<file path="src/sv/rhc_pkg.sv">
// ----------------------------------------------------------------------------
// rhc_pkg
// Shared types and constants of the rgb/hsv color converter.
// ----------------------------------------------------------------------------
package rhc_pkg;

    localparam int unsigned CH_W    = 8;
    localparam int unsigned HUE_W   = 9;
    localparam int unsigned QUO_W   = 9;     // quotient bits, one cell per bit
    localparam int unsigned REM_W   = 22;    // widest dividend 255*15300
    localparam int unsigned DIV_W   = 14;    // widest divisor 15300
    localparam int unsigned NUM_LANES = 3;
    localparam int unsigned TDATA_W = 56;

    localparam logic KIND_TO_HSV = 1'b0;
    localparam logic KIND_TO_RGB = 1'b1;

    localparam logic [DIV_W-1:0] FULL_SCALE  = 14'd255;
    localparam logic [DIV_W-1:0] FRAC_SCALE  = 14'd15300;
    localparam logic [HUE_W-1:0] FULL_CIRCLE = 9'd360;

    typedef enum logic [1:0] {
        HS_RED_POS,
        HS_RED_NEG,
        HS_GREEN,
        HS_BLUE
    } t_hsel;

    // color word and control carried alongside the divider lanes
    typedef struct packed {
        logic              kind;
        logic [CH_W-1:0]   red;
        logic [CH_W-1:0]   green;
        logic [CH_W-1:0]   blue;
        logic [HUE_W-1:0]  hue;
        logic [CH_W-1:0]   sat;
        logic [CH_W-1:0]   bri;
        logic              gray;
        t_hsel             hsel;
        logic [2:0]        sector;
    } t_side;

    typedef struct packed {
        logic [REM_W-1:0] rem;
        logic [DIV_W-1:0] dvs;
        logic [QUO_W-1:0] quo;
    } t_lane;

endpackage

</file>
<file path="src/sv/rgb_hsv_color_converter.sv">
// ----------------------------------------------------------------------------
// rgb_hsv_color_converter
// Converts one color per word between rgb and hsv, direction set by tuser.
// ----------------------------------------------------------------------------
// Takes one word per clock while the output is not stalled and returns one result
// word per input, in order: the prep stages build dividends, a chain of nine
// divider cells settles one quotient bit each, and an output register holds
// the result. The whole pipeline advances whenever the output register is
// empty or being taken, so s_axis_tready follows m_axis_tready directly.
module rgb_hsv_color_converter (
    input  logic        i_clk,
    input  logic        i_rst_n,
    input  logic        s_axis_tvalid,
    output logic        s_axis_tready,
    // red, green, blue, hue, saturation, brightness, zero fill
    input  logic [55:0] s_axis_tdata,
    // kind
    input  logic        s_axis_tuser,
    output logic        m_axis_tvalid,
    input  logic        m_axis_tready,
    // out_red, out_green, out_blue, out_hue, out_saturation, out_brightness, zero fill
    output logic [55:0] m_axis_tdata
);
    import rhc_pkg::*;

    logic w_en;
    logic  [QUO_W:0] w_valid;
    t_side [QUO_W:0] w_side;
    t_lane [QUO_W:0][NUM_LANES-1:0] w_lane;

    logic [CH_W-1:0]  w_p, w_q, w_t, n_r, n_g, n_b, n_s, n_v;
    logic [HUE_W-1:0] n_h;
    t_side            w_fs;

    assign w_en          = !m_axis_tvalid || m_axis_tready;
    assign s_axis_tready = w_en;

    rhc_prep u_prep (
        .i_clk   (i_clk),
        .i_rst_n (i_rst_n),
        .i_en    (w_en),
        .i_valid (s_axis_tvalid),
        .i_kind  (s_axis_tuser),
        .i_data  (s_axis_tdata),
        .o_valid (w_valid[0]),
        .o_side  (w_side[0]),
        .o_lane  (w_lane[0])
    );

    // cell k settles quotient bit QUO_W-1-k
    for (genvar k = 0; k < QUO_W; k++) begin : g_cell
        rhc_div_cell #(.BIT_POS(QUO_W-1-k)) u_cell (
            .i_clk   (i_clk),
            .i_rst_n (i_rst_n),
            .i_en    (w_en),
            .i_valid (w_valid[k]),
            .i_side  (w_side[k]),
            .i_lane  (w_lane[k]),
            .o_valid (w_valid[k+1]),
            .o_side  (w_side[k+1]),
            .o_lane  (w_lane[k+1])
        );
    end

    assign w_fs = w_side[QUO_W];
    assign w_p  = w_lane[QUO_W][0].quo[CH_W-1:0];
    assign w_q  = w_lane[QUO_W][1].quo[CH_W-1:0];
    assign w_t  = w_lane[QUO_W][2].quo[CH_W-1:0];

    always_comb begin
        n_r = w_fs.red;
        n_g = w_fs.green;
        n_b = w_fs.blue;
        n_h = w_fs.hue;
        n_s = w_fs.sat;
        n_v = w_fs.bri;
        if (w_fs.kind == KIND_TO_HSV) begin
            n_s = w_q;
            unique case (w_fs.hsel)
                HS_RED_NEG: n_h = (w_lane[QUO_W][0].quo == '0) ? '0 :
                                  FULL_CIRCLE - w_lane[QUO_W][0].quo;
                default:    n_h = w_lane[QUO_W][0].quo;
            endcase
            // gray input has no hue and no saturation
            if (w_fs.gray) begin
                n_h = '0;
                n_s = '0;
            end
        end else begin
            case (w_fs.sector)
                3'd0:    begin n_r = w_fs.bri; n_g = w_t; n_b = w_p; end
                3'd1:    begin n_r = w_q; n_g = w_fs.bri; n_b = w_p; end
                3'd2:    begin n_r = w_p; n_g = w_fs.bri; n_b = w_t; end
                3'd3:    begin n_r = w_p; n_g = w_q; n_b = w_fs.bri; end
                3'd4:    begin n_r = w_t; n_g = w_p; n_b = w_fs.bri; end
                default: begin n_r = w_fs.bri; n_g = w_p; n_b = w_q; end
            endcase
        end
    end

    always_ff @(posedge i_clk) begin
        if (!i_rst_n) begin
            m_axis_tvalid <= 1'b0;
        end else if (w_en) begin
            m_axis_tvalid <= w_valid[QUO_W];
        end
    end

    always_ff @(posedge i_clk) begin
        if (w_en) begin
            m_axis_tdata <= {7'd0, n_v, n_s, n_h, n_b, n_g, n_r};
        end
    end

endmodule

</file>
<file path="src/sv/rhc_prep.sv">
// ----------------------------------------------------------------------------
// rhc_prep
// Two register stages that build dividends and divisors for the cell chain.
// ----------------------------------------------------------------------------
module rhc_prep (
    input  logic                                   i_clk,
    input  logic                                   i_rst_n,
    input  logic                                   i_en,
    input  logic                                   i_valid,
    input  logic                                   i_kind,
    input  logic [55:0]                            i_data,
    output logic                                   o_valid,
    output rhc_pkg::t_side                         o_side,
    output rhc_pkg::t_lane [rhc_pkg::NUM_LANES-1:0] o_lane
);
    import rhc_pkg::*;

    logic [CH_W-1:0]  w_r, w_g, w_b, w_s, w_v, w_mx, w_mn, w_d;
    logic [HUE_W-1:0] w_h, w_hw, w_f;
    logic [10:0]      w_hbase;
    t_side            n_side;
    logic [2:0]       w_sec;

    logic             r_v1;
    t_side            r_side1;
    logic [16:0]      r_hnum;
    logic [15:0]      r_snum;
    logic [13:0]      r_fs, r_gs;
    logic [CH_W-1:0]  r_ps;
    logic [CH_W-1:0]  r_d;

    assign w_r = i_data[7:0];
    assign w_g = i_data[15:8];
    assign w_b = i_data[23:16];
    assign w_h = i_data[32:24];
    assign w_s = i_data[40:33];
    assign w_v = i_data[48:41];

    always_comb begin
        w_mx = w_r;
        if (w_g > w_mx) w_mx = w_g;
        if (w_b > w_mx) w_mx = w_b;
        w_mn = w_r;
        if (w_g < w_mn) w_mn = w_g;
        if (w_b < w_mn) w_mn = w_b;
        w_d = w_mx - w_mn;
    end

    // hue at or above a full turn wraps once
    always_comb begin
        w_hw = (w_h >= FULL_CIRCLE) ? w_h - FULL_CIRCLE : w_h;
        if (w_hw < 9'd60) begin
            w_sec = 3'd0; w_f = w_hw;
        end else if (w_hw < 9'd120) begin
            w_sec = 3'd1; w_f = w_hw - 9'd60;
        end else if (w_hw < 9'd180) begin
            w_sec = 3'd2; w_f = w_hw - 9'd120;
        end else if (w_hw < 9'd240) begin
            w_sec = 3'd3; w_f = w_hw - 9'd180;
        end else if (w_hw < 9'd300) begin
            w_sec = 3'd4; w_f = w_hw - 9'd240;
        end else begin
            w_sec = 3'd5; w_f = w_hw - 9'd300;
        end
    end

    always_comb begin
        n_side        = '0;
        n_side.kind   = i_kind;
        n_side.red    = w_r;
        n_side.green  = w_g;
        n_side.blue   = w_b;
        n_side.hue    = w_h;
        n_side.sat    = w_s;
        n_side.bri    = w_v;
        n_side.sector = w_sec;
        n_side.gray   = (w_d == '0);
        // ties go to red first, then green
        if (w_mx == w_r) begin
            if (w_g >= w_b) begin
                n_side.hsel = HS_RED_POS;
                w_hbase = 11'(w_g - w_b);
            end else begin
                n_side.hsel = HS_RED_NEG;
                w_hbase = 11'(w_b - w_g);
            end
        end else if (w_mx == w_g) begin
            n_side.hsel = HS_GREEN;
            w_hbase = 11'(w_b) + {2'b0, w_d, 1'b0} - 11'(w_r);
        end else begin
            n_side.hsel = HS_BLUE;
            w_hbase = 11'(w_r) + {1'b0, w_d, 2'b0} - 11'(w_g);
        end
        if (i_kind == KIND_TO_HSV) begin
            n_side.bri = w_mx;
        end
    end

    always_ff @(posedge i_clk) begin
        if (!i_rst_n) begin
            r_v1    <= 1'b0;
            o_valid <= 1'b0;
        end else if (i_en) begin
            r_v1    <= i_valid;
            o_valid <= r_v1;
        end
    end

    always_ff @(posedge i_clk) begin
        if (i_en) begin
            r_side1 <= n_side;
            r_hnum  <= 17'(w_hbase) * 17'd60;
            r_snum  <= 16'(w_d) * 16'd255;
            r_d     <= w_d;
            r_fs    <= 14'(w_f) * 14'(w_s);
            r_gs    <= 14'(9'd60 - w_f) * 14'(w_s);
            r_ps    <= 8'd255 - w_s;
        end
    end

    always_ff @(posedge i_clk) begin
        if (i_en) begin
            o_side <= r_side1;
            if (r_side1.kind == KIND_TO_HSV) begin
                o_lane[0] <= '{rem: REM_W'(r_hnum), dvs: DIV_W'(r_d), quo: '0};
                o_lane[1] <= '{rem: REM_W'(r_snum), dvs: DIV_W'(r_side1.bri), quo: '0};
                o_lane[2] <= '{rem: '0, dvs: DIV_W'(1), quo: '0};
            end else begin
                o_lane[0] <= '{rem: REM_W'(r_side1.bri) * REM_W'(r_ps),
                              dvs: FULL_SCALE, quo: '0};
                o_lane[1] <= '{rem: REM_W'(r_side1.bri) * REM_W'(FRAC_SCALE - r_fs),
                              dvs: FRAC_SCALE, quo: '0};
                o_lane[2] <= '{rem: REM_W'(r_side1.bri) * REM_W'(FRAC_SCALE - r_gs),
                              dvs: FRAC_SCALE, quo: '0};
            end
        end
    end

endmodule

</file>
<file path="src/sv/rhc_div_cell.sv">
// ----------------------------------------------------------------------------
// rhc_div_cell
// One restoring division step for every lane, settling one quotient bit.
// ----------------------------------------------------------------------------
module rhc_div_cell #(
    parameter int unsigned BIT_POS = 0
) (
    input  logic                                   i_clk,
    input  logic                                   i_rst_n,
    input  logic                                   i_en,
    input  logic                                   i_valid,
    input  rhc_pkg::t_side                         i_side,
    input  rhc_pkg::t_lane [rhc_pkg::NUM_LANES-1:0] i_lane,
    output logic                                   o_valid,
    output rhc_pkg::t_side                         o_side,
    output rhc_pkg::t_lane [rhc_pkg::NUM_LANES-1:0] o_lane
);
    import rhc_pkg::*;

    t_lane [NUM_LANES-1:0] n_lane;

    always_comb begin
        logic [REM_W:0] sh;
        for (int i = 0; i < NUM_LANES; i++) begin
            n_lane[i] = i_lane[i];
            sh = (REM_W+1)'(i_lane[i].dvs) << BIT_POS;
            if ({1'b0, i_lane[i].rem} >= sh) begin
                n_lane[i].rem          = REM_W'({1'b0, i_lane[i].rem} - sh);
                n_lane[i].quo[BIT_POS] = 1'b1;
            end
        end
    end

    always_ff @(posedge i_clk) begin
        if (!i_rst_n) begin
            o_valid <= 1'b0;
        end else if (i_en) begin
            o_valid <= i_valid;
        end
    end

    always_ff @(posedge i_clk) begin
        if (i_en) begin
            o_side <= i_side;
            o_lane <= n_lane;
        end
    end

endmodule

</file>
<file path="config.mk">
export PLATFORM = sky130hd
export DESIGN_NAME = rgb_hsv_color_converter
export DESIGN_NICKNAME = d
export VERILOG_FILES = /design/src/sv/rhc_pkg.sv /design/src/sv/rgb_hsv_color_converter.sv /design/src/sv/rhc_prep.sv /design/src/sv/rhc_div_cell.sv
export SDC_FILE = /design/constraint.sdc
export NUM_CORES = 2
export LEC_CHECK = 0
export BUFFER_PORTS_ARGS = -buffer_cell sky130_fd_sc_hd__buf_2
export CORE_AREA = 2 2 447 449
export DETAILED_ROUTE_END_ITERATION = 16
export DIE_AREA = 0 0 449 451
export GPL_ROUTABILITY_DRIVEN = 0
export PLACE_DENSITY_LB_ADDON = 0.2
export RECOVER_POWER = 50
export REMOVE_ABC_BUFFERS = 1
export SYNTH_ARGS = -nofsm -noshare
export SYNTH_HDL_FRONTEND = slang
export SYNTH_SLANG_ARGS = --single-unit
</file>
<file path="constraint.sdc">
create_clock -name i_clk -period 63.7 [get_ports i_clk]
set_clock_uncertainty 0.1 [all_clocks]
set_input_delay 3.185 -clock i_clk [delete_from_list [all_inputs] [get_ports i_clk]]
set_output_delay 3.185 -clock i_clk [all_outputs]
set_load 0.1 [all_outputs]
</file>
==> impl_results.rst <==
.. list-table::
   :header-rows: 1

   * - Metric
     - Value
   * - Dominant register cell in the synthesized netlist
     - edfxtp_1
   * - Total number of placement rows
     - 164
   * - Failing checks
     - max-capacitance violations, max-slew violations
   * - Number of DRC markers in iteration 0
     - approximately 3400
   * - Type of element launching the critical path
     - input port
   * - Post-Syn Area
     - around 89000 um^2
   * - Layout cell share with drive strength beyond 1
     - 5.81%
   * - Drt via density
     - between 5 and 6
   * - Clock-pin transition on the worst setup and hold timing paths
     - 60 ps
   * - Worst path required time
     - 64010 ps
   * - Largest buffer count on any clock path
     - 3
   * - Total global routing overflow
     - 0
   * - Unique masters post-synth
     - about 90
   * - Setup violators final
     - 0
   * - Total Die Area
     - between 200000 and 250000 um^2
   * - Fraction of the yosys area taken by sequential cells
     - between 50% and 60%
   * - Synth Area in XOR/XNOR
     - 4.75%
   * - Aggregate negative setup slack
     - 0 ps
   * - Routed wire length per instance
     - between 15 and 20 um
   * - Tmin final
     - approximately 15000 ps
   * - Antenna violations before repair
     - 8
   * - Maximum net fanout on the critical path
     - around 170
   * - Cts hold-fix bufs
     - 0
   * - Post-synthesis sequential element count
     - ~1600
   * - Critical path capture point type
     - flop
   * - Dominant combinational cell family by area after synthesis
     - adder cells
   * - Vertical die dimension
     - about 450 um
   * - Wire length of the first global-routing pass
     - 278 mm
   * - Adder-Cell Fraction of Synth Area
     - around 17%
   * - Worst min-delay path category
     - reg2reg
   * - Uppermost metal layer occupied by signal nets
     - met4
   * - Inserted Clock Buffers
     - 162
   * - Met2 layer wire length in the routed design
     - roughly 82 mm
   * - Master cell of the clock root buffer
     - clkbuf_16
   * - Post-route ant nets
     - 0
   * - Final period util
     - between 20% and 30%
   * - Simple-Gate Fraction of Synth Area
     - between 10% and 20%
   * - Vias after detailed routing
     - approximately 52000
   * - Number of cells produced by synthesis
     - 7220
   * - Detailed Routing Iterations Pass 1
     - 5
   * - Insertion delay to the later sink of the worst-skew pair
     - 790 ps
   * - Via count of the first global-routing pass
     - 52500
   * - Actual transition at the worst max-transition pin
     - between 8000 and 9000 ps
   * - Detailed-route wire length
     - 170 mm
   * - Number of placed I/O pins
     - ~120
   * - Crit path DAT
     - 15750 ps
   * - I/O Buffers
     - 104
   * - Avg Inst Size Synth
     - roughly 12 um^2
   * - Effective utilization at floorplan
     - 44.7%
   * - Nets
     - about 8400
   * - DRC violation count after routing
     - 0
   * - Final Slew Violations
     - 794
   * - Yosys warns
     - 0
   * - Post-synth EDFFs
     - 1597
   * - Post-CTS setup repair buffer count
     - 0
   * - Half-perimeter wire length after detailed placement
     - about 130 mm
   * - Multiplexer area fraction after synthesis
     - under 10%
   * - Synth Area in Compound Gates
     - 8.45%
   * - Headroom to the max-slew limit
     - -464%
   * - Startpoint-to-endpoint class of the critical path
     - in2reg
   * - CTS tree
     - done
   * - Maximum number of pins on one net before global-route repair
     - about 180
   * - Met1 Wirelength
     - 77.4 mm
   * - Hold violation count in the final report
     - 0
   * - Maximum Capacitance Violations
     - 14
   * - Total of cells resized after clock tree synthesis
     - 0
   * - Unrepaired setup endpoints after global routing
     - false
   * - Core Region
     - slightly below 200000 um^2
   * - Width of the die
     - around 450 um
   * - Number of levels in the clock H-tree
     - 4
   * - Number of clock sinks
     - 1609
   * - Total track usage
     - between 15 and 20%
   * - Area grow syn2layout
     - 9.98%
   * - Share of async-settable or async-resettable flops after synthesis
     - 0%
   * - Achievable Freq
     - 0.0648 GHz
   * - Routed length on met3
     - about 7.0 mm
   * - Result of the run
     - complete, but fails checks
-- synth_stat cells, types with 11 or more instances --
| cell type | number | area (um^2) |
|---|---|---|
| a2111oi_0 | 11 | 96.3 |
| a211o_1 | 11 | 96.3 |
| a211oi_1 | 19 | 143 |
| a21boi_0 | 72 | 541 |
| a21o_1 | 123 | 923 |
| a21oi_1 | 375 | 1880 |
| a31oi_1 | 18 | 113 |
| and2_1 | 183 | 1140 |
| and3_1 | 12 | 75.1 |
| clkbuf_1 | 145 | 544 |
| dfxtp_1 | 12 | 240 |
| edfxtp_1 | 1597 | 48000 |
| fa_1 | 387 | 7750 |
| ha_1 | 564 | 7060 |
| inv_1 | 831 | 3120 |
| mux2_2 | 45 | 507 |
| mux2i_1 | 55 | 551 |
| nand2_1 | 613 | 2300 |
| nand2b_1 | 105 | 657 |
| nand3_1 | 53 | 265 |
| nand3b_1 | 15 | 113 |
| nand4_1 | 56 | 350 |
| nand4b_1 | 11 | 96.3 |
| nor2_1 | 421 | 1580 |
| nor2b_1 | 82 | 513 |
| nor3_1 | 114 | 571 |
| nor3b_1 | 19 | 143 |
| nor4_1 | 65 | 407 |
| nor4b_1 | 12 | 105 |
| o211ai_1 | 26 | 195 |
| o21a_1 | 44 | 330 |
| o21ai_0 | 325 | 1630 |
| o21bai_1 | 38 | 285 |
| o22ai_1 | 11 | 68.8 |
| o31a_1 | 11 | 96.3 |
| o31ai_1 | 40 | 300 |
| or2_2 | 31 | 194 |
| or3_1 | 32 | 200 |
| or4_1 | 19 | 143 |
| xnor2_1 | 308 | 2700 |
| xor2_1 | 173 | 1520 |
-- layout by cell type, fill, tap and decap left out, types with 18 or more instances in the layout --
cell type / instances
clkbuf_16: 166
o21bai_1: 38
xor2_1: 173
nand2_1: 613
o21a_1: 44
nor3_1: 113
fa_1: 387
or3_1: 32
nor2b_1: 82
nand2b_1: 105
nor2_1: 421
a21o_1: 123
mux2i_1: 55
a21oi_1: 375
clkbuf_1: 88
o21ai_0: 326
clkinv_1: 35
or2_2: 30
inv_1: 831
o211ai_1: 26
a31oi_1: 18
clkinv_2: 29
nor4_1: 65
and2_1: 168
xnor2_1: 307
or4_1: 19
a21boi_0: 72
edfxtp_1: 1597
a211oi_1: 19
buf_2: 62
ha_1: 564
nand3_1: 53
mux2_2: 44
nand4_1: 56
nor3b_1: 19
buf_4: 35
o31ai_1: 40
-- worst paths after layout --
kind	endpoint	cells past startpoint	slack, ps	startpoint
worst max-delay path	u_prep.r_side1[26]$_DFFE_PP_	8	48270	m_axis_tready
worst min-delay path	g_cell[0].u_cell.o_side[5]$_DFFE_PP_	0	280	u_prep.o_side[5]$_DFFE_PP_
worst min register to register	g_cell[0].u_cell.o_side[5]$_DFFE_PP_	0	280	u_prep.o_side[5]$_DFFE_PP_
worst max register to register	u_prep.r_side1[26]$_DFFE_PP_	7	50350	m_axis_tvalid$_SDFFE_PN0P_
-- through the flow --
stage / std cells / hold WS (ps) / cell area (um^2) / worst slack (ps) / util [%]
6_report: 10200 / 281 / 97500 / 48270 / 49.2
5_1_grt: 10200 / 284 / 97500 / 46780 / 49.2
4_1_cts: 10200 / 283 / 97700 / 49740 / 49.3
3_5_place_dp: 9884 / 305 / 92400 / 48910 / 46.6
3_3_place_gp: 9884 / 301 / 92400 / 49010 / 46.6
2_1_floorplan: 7066 / 300 / 88100 / 25800 / -
-- final cells by class --
| class | count | area [um^2] |
|---|---|---|
| clock buffers | 190 | 4240 |
| inverters | 836 | 3140 |
| clock inverters | 103 | 1040 |
| flip-flops and latches | 1609 | 48200 |
| repair buffers | 162 | 833 |
| multi-input cells | 4621 | 36700 |
| well taps | 2656 | 3320 |
| diodes | 2 | 5.00 |
| fillers | 17400 | 101000 |
-- critical path: stages --
cell,delay (ps)
buf_2,80
nor2b_1,30
clkbuf_1,250
clkinvlp_2,2630
clkbuf_1,6070
buf_4,1320
buf_4,860
buf_4,830
-- registers in the layout (all words and copies together) (netlist names), 15 cells and up --
name and cells:
m_axis_tdata 49, g_cell.u_cell.o_side 496, u_prep.r_hnum 15, u_prep.o_side 55, g_cell.u_cell.o_lane 789, u_prep.o_lane 79
u_prep.r_snum 15, u_prep.r_side1 56
-- logic make-up (layout without fill, tap and decap cells) --
group,count (synthesis),after routing
muxes,100,100
buffers and inverters,1001,1291
AOI/OAI and AO/OA,1206,1206
and+or+nand+nor,1870,1870
other,2,15
adders and majority gates,951,951
DFF,1609,1609
xor gates and xnor gates,481,481
-- per-layer routing --
metal,vias to the layer above,GRT usage [%]
li1,25700,-
met1,25200,23.0
met2,927,28.4
met3,255,2.44
met4,0,5.02
met5,-,0
Power is left out: the tool's default activity adds up to more than one toggle a clock period on the data nets, which glitch-free logic cannot reach.
